File: src/rtl/pdcl_pkg.sv
// ---------------------------------------------------------------------------
// pdcl_pkg
// shared types, codes and saturation helpers of the projection unit
// ---------------------------------------------------------------------------
package pdcl_pkg;

    // status codes
    localparam logic [1:0] ST_OK       = 2'd0;
    localparam logic [1:0] ST_PARALLEL = 2'd1;
    localparam logic [1:0] ST_DEGEN    = 2'd2;
    localparam logic [1:0] ST_SAT      = 2'd3;

    // register indexes
    localparam logic [1:0] CFG_CONFUSION_U   = 2'd0;
    localparam logic [1:0] CFG_CONFUSION_V   = 2'd1;
    localparam logic [1:0] CFG_AXIS_SLOPE    = 2'd2;
    localparam logic [1:0] CFG_AXIS_INTERCEPT = 2'd3;

    // reset values, deuteranopia
    localparam logic signed [31:0] CONFUSION_U_RST    = -32'sd79691776;
    localparam logic signed [31:0] CONFUSION_V_RST    = 32'sd21978153;
    localparam logic signed [31:0] AXIS_SLOPE_RST     = 32'sd36159598;
    localparam logic signed [31:0] AXIS_INTERCEPT_RST = 32'sd165366;

    localparam logic [23:0] OUT_MAX = 24'hFFFFFF;

    // control word that travels with every item
    typedef struct packed {
        logic       valid;
        logic       done;
        logic [1:0] st;
        logic       clip;
    } ctl_t;

    function automatic logic ovf32(input logic signed [63:0] v);
        return (v > 64'sd2147483647) || (v < -64'sd2147483648);
    endfunction

    function automatic logic signed [31:0] sat32(input logic signed [63:0] v);
        logic signed [31:0] r;
        if (v > 64'sd2147483647)
            r = 32'sh7FFFFFFF;
        else if (v < -64'sd2147483648)
            r = 32'sh80000000;
        else
            r = v[31:0];
        return r;
    endfunction

    function automatic logic [31:0] abs32(input logic signed [31:0] v);
        logic [31:0] r;
        r = v[31] ? 32'(-v) : 32'(v);
        return r;
    endfunction

    function automatic logic [31:0] abs33(input logic signed [32:0] v);
        logic [32:0] r;
        r = v[32] ? 33'(-v) : 33'(v);
        return r[31:0];
    endfunction

endpackage

File: src/rtl/pdcl_cfg.sv
// ---------------------------------------------------------------------------
// pdcl_cfg
// confusion point and dichromat axis registers
// ---------------------------------------------------------------------------
module pdcl_cfg
    import pdcl_pkg::*;
(
    input  logic               clk,
    input  logic               rst_n,
    input  logic               cfg_valid,
    output logic               cfg_ready,
    input  logic [1:0]         cfg_index,
    input  logic [31:0]        cfg_data,
    output logic signed [31:0] confusion_u,
    output logic signed [31:0] confusion_v,
    output logic signed [31:0] axis_slope,
    output logic signed [31:0] axis_intercept
);

    logic signed [31:0] cu_reg;
    logic signed [31:0] cv_reg;
    logic signed [31:0] as_reg;
    logic signed [31:0] ai_reg;

    assign cfg_ready = 1'b1;

    always_ff @(posedge clk or negedge rst_n)
    begin
        if (!rst_n)
        begin
            cu_reg <= CONFUSION_U_RST;
            cv_reg <= CONFUSION_V_RST;
            as_reg <= AXIS_SLOPE_RST;
            ai_reg <= AXIS_INTERCEPT_RST;
        end
        else if (cfg_valid && cfg_ready)
        begin
            case (cfg_index)
                CFG_CONFUSION_U:    cu_reg <= cfg_data;
                CFG_CONFUSION_V:    cv_reg <= cfg_data;
                CFG_AXIS_SLOPE:     as_reg <= cfg_data;
                CFG_AXIS_INTERCEPT: ai_reg <= cfg_data;
                default:            ;
            endcase
        end
    end

    assign confusion_u    = cu_reg;
    assign confusion_v    = cv_reg;
    assign axis_slope     = as_reg;
    assign axis_intercept = ai_reg;

endmodule

File: config.mk
export PLATFORM = sky130hd
export DESIGN_NAME = pdcl_cfg
export DESIGN_NICKNAME = d
export VERILOG_FILES = /design/src/rtl/pdcl_pkg.sv /design/src/rtl/pdcl_cfg.sv
export SDC_FILE = /design/constraint.sdc
export NUM_CORES = 1
export LEC_CHECK = 0
export BUFFER_PORTS_ARGS = -buffer_cell sky130_fd_sc_hd__buf_2
export CORE_ASPECT_RATIO = 2
export CORE_MARGIN = 3
export CORE_UTILIZATION = 50
export CTS_CLUSTER_SIZE = 28
export DETAILED_ROUTE_END_ITERATION = 8
export PLACE_DENSITY = 0.85
export SLEW_MARGIN = 40
export SYNTH_ARGS = -nofsm -noshare
export SYNTH_HDL_FRONTEND = slang
export SYNTH_SLANG_ARGS = --single-unit
File: constraint.sdc
create_clock -name clk -period 0.8 [get_ports clk]
set_input_delay 0.08 -clock clk [delete_from_list [all_inputs] [get_ports clk]]
set_output_delay 0.08 -clock clk [all_outputs]
set_load 0.01 [all_outputs]
==> flow_summary.ini <==
[setup_path]
crit_path_max_fanout = 2
worst-path-buf-inv = 1
path_class = reg -> out
r2r-end = axis_slope[27]
cp.arrival_ps = 1090
path_cells = buf_6
cp-end-kind = output port
path_delay_family = flip-flops
rr_startpoint = axis_slope[27]
regToRegSetupSlack_ps = -130
path_depth = 1
cp_slowest_cell = dfstp_2
worstPathRequired_ps = 720
setup.worst_path.start = confusion_v[22]
critPathCapture = confusion_v[22]
cpPeakStageDelay_ps = 570
start_kind = flip-flop
ff2ff_path_depth = 2

[global_routing]
grt_pass1_wl_um = 20000
gr-total-overflow = 0
grt_max_degree = 47
grt_util_all_layers_pct = 25.8
antenna_found_initial = 0
grt_pass1_vias = 3809

[placed_design]
numPortBuffers = 164
gp_congestion = 0.751
place_inst = 543
hpwl_um = 8110

[clock_tree]
cts_max_level = 4
numClockSinks = 128
clock_latency_ps = 410
cts-root-buf = clkbuf_16
numCtsBuffers = 17
clk_pin_slew_ps = 60
cts_tree = yes
cts_max_path_buffers = 2

[hold_path]
worstHoldPathType = in -> async

[routing]
drtIter0Drc = 165
vias = 3447
wl_per_cell_um = 23.9
drc = 0
dr.pass1.iters = 4
drt-total-wl_um = 15300
ant_nets = 0
viasPerCell = 5.38

[layout]
final_layout_size_suffix_gt1_share_pct = 76.9
final_common_cell = buf_6
post-route-util_pct = 83.5
area_growth_pct = 63.0
nets = 561
mostFrequentLayoutCells = buf_6 (105), mux2_2 (99), dfrtp_1 (85), buf_2 (73), dfstp_2 (43)
diodes = 0
layout.cells.non_filler = 641

[status]
status = finished with violations
violations = setup timing

[power_and_ir_drop]
p_per_area_nw_per_um2 = 2830
p_comb_share_pct = 26.3
p_sw_share_pct = 27.0
ir_drop_mv = 2.10
pwr-share-clk_pct = 33.1
power.internal_uw = 16200
pwr-share-seq_pct = 40.6
total_power_uw = 22100
p_leak_uw = 0.00370
netSwitchingPower_uw = 5980

[synth]
syn_nets = 311
syn_avg_cell_area_um2 = 17.6
synthCells = 274
synth_cell_types = 10
syn_area_um2 = 4810
synth_seq_cells = 128
yosysSeqAreaShare_pct = 67.7
synth_warnings = 0

[floorplanning]
fp.dieW_um = 75.4
num_rows = 50
die_h_um = 145
dieArea_um2 = 10900
core_area_um2 = 9380
ios = 166
floorplan.initialDensity_pct = 51.3

[sta]
fin_setup_tns_ps = -35160
max_freq_mhz = 855
fin_crit_ps = 1170
rsz0062_at_grt = yes
drv_slew = 0
finalClockSkew_ps = 0
final-setup-viol-count = 167
hold_viol_final = 0
fin_ws_ps = -370
fin_crit_sh_pct = 146

[flow_run]
drv_cap = 0
==> final cells by class <==
cell class / count / area (um^2)
Timing Repair Buffer: 244 / 2290
Multi-Input combinational cell: 133 / 1590
Clock buffer: 22 / 484
Clock inverter: 10 / 85.1
Tap cell: 104 / 130
Fill cell: 418 / 1550
Sequential cell: 128 / 3260
==> layer usage <==
| metal | up-vias | wire (um) | global-route usage [%] |
|---|---|---|---|
| li1 | 1477 | - | - |
| met1 | 1795 | 5110 | 24.4 |
| met2 | 139 | 8990 | 46.6 |
| met3 | 36 | 669 | 7.33 |
| met4 | 0 | 576 | 15.8 |
| met5 | - | 0 | 0 |
==> cells in the mapped netlist <==
cell / n / area (um^2)
dfstp_2: 43 / 1130
mux2_1: 2 / 22.5
nor3b_2: 1 / 12.5
nand3_1: 1 / 5.00
dfrtp_1: 85 / 2130
conb_1: 1 / 3.75
buf_2: 9 / 45.0
buf_4: 4 / 30.0
nand3b_1: 2 / 15.0
mux2_2: 126 / 1420
==> flip-flops by register name, summed over array words and instances, names as in the netlist <==
signal and cells:
axis_slope 32, confusion_u 32, axis_intercept 32, confusion_v 32
==> power by group through the flow <==
stage	Combinational, uW	Sequential, uW	Clock, uW
floorplan	1270	9290	0
global placement	3710	8650	0
detailed placement	3840	8740	0
CTS	5000	8790	7330
global route	6140	9100	7670
finish	5820	9000	7330
==> kinds of logic (layout without fill, tap and decap cells) <==
kind of cell,Yosys count,in the layout,synth area share [%]
mux,128,128,30.0
flops,128,128,67.7
buf+inv,13,276,1.56
simple gates,4,4,0.676
other cells,1,1,0.0780
==> what timing repair did <==
action                                 in CTS  in global routing
pin swaps                                   0                  1
setup endpoints to repair                 129                171
gates cloned                                0                  3
endpoints found under the hold margin     218                  0
gates resized for setup                    85                 60
setup buffers                              17                 16
hold buffers                               33                  0
==> through the flow <==
step / hold slack, ps / instance area, um^2 / setup WS (ps)
after floorplan: -216 / 4880 / -187
after global placement: -56.3 / 5890 / -381
after detailed placement: -57.1 / 5890 / -403
after CTS: 69.3 / 7350 / -368
after global routing: 71.8 / 7840 / -388
final: 63.1 / 7840 / -370
==> worst min-delay path by stage <==
stage	end	start
after CTS	axis_intercept[9]	rst_n
after floorplan	axis_intercept[0]	rst_n
after global placement	axis_intercept[9]	rst_n
after global routing	axis_intercept[9]	rst_n
after detailed placement	axis_intercept[9]	rst_n
final	axis_intercept[9]	rst_n
Power figures use the tool's default switching activity.
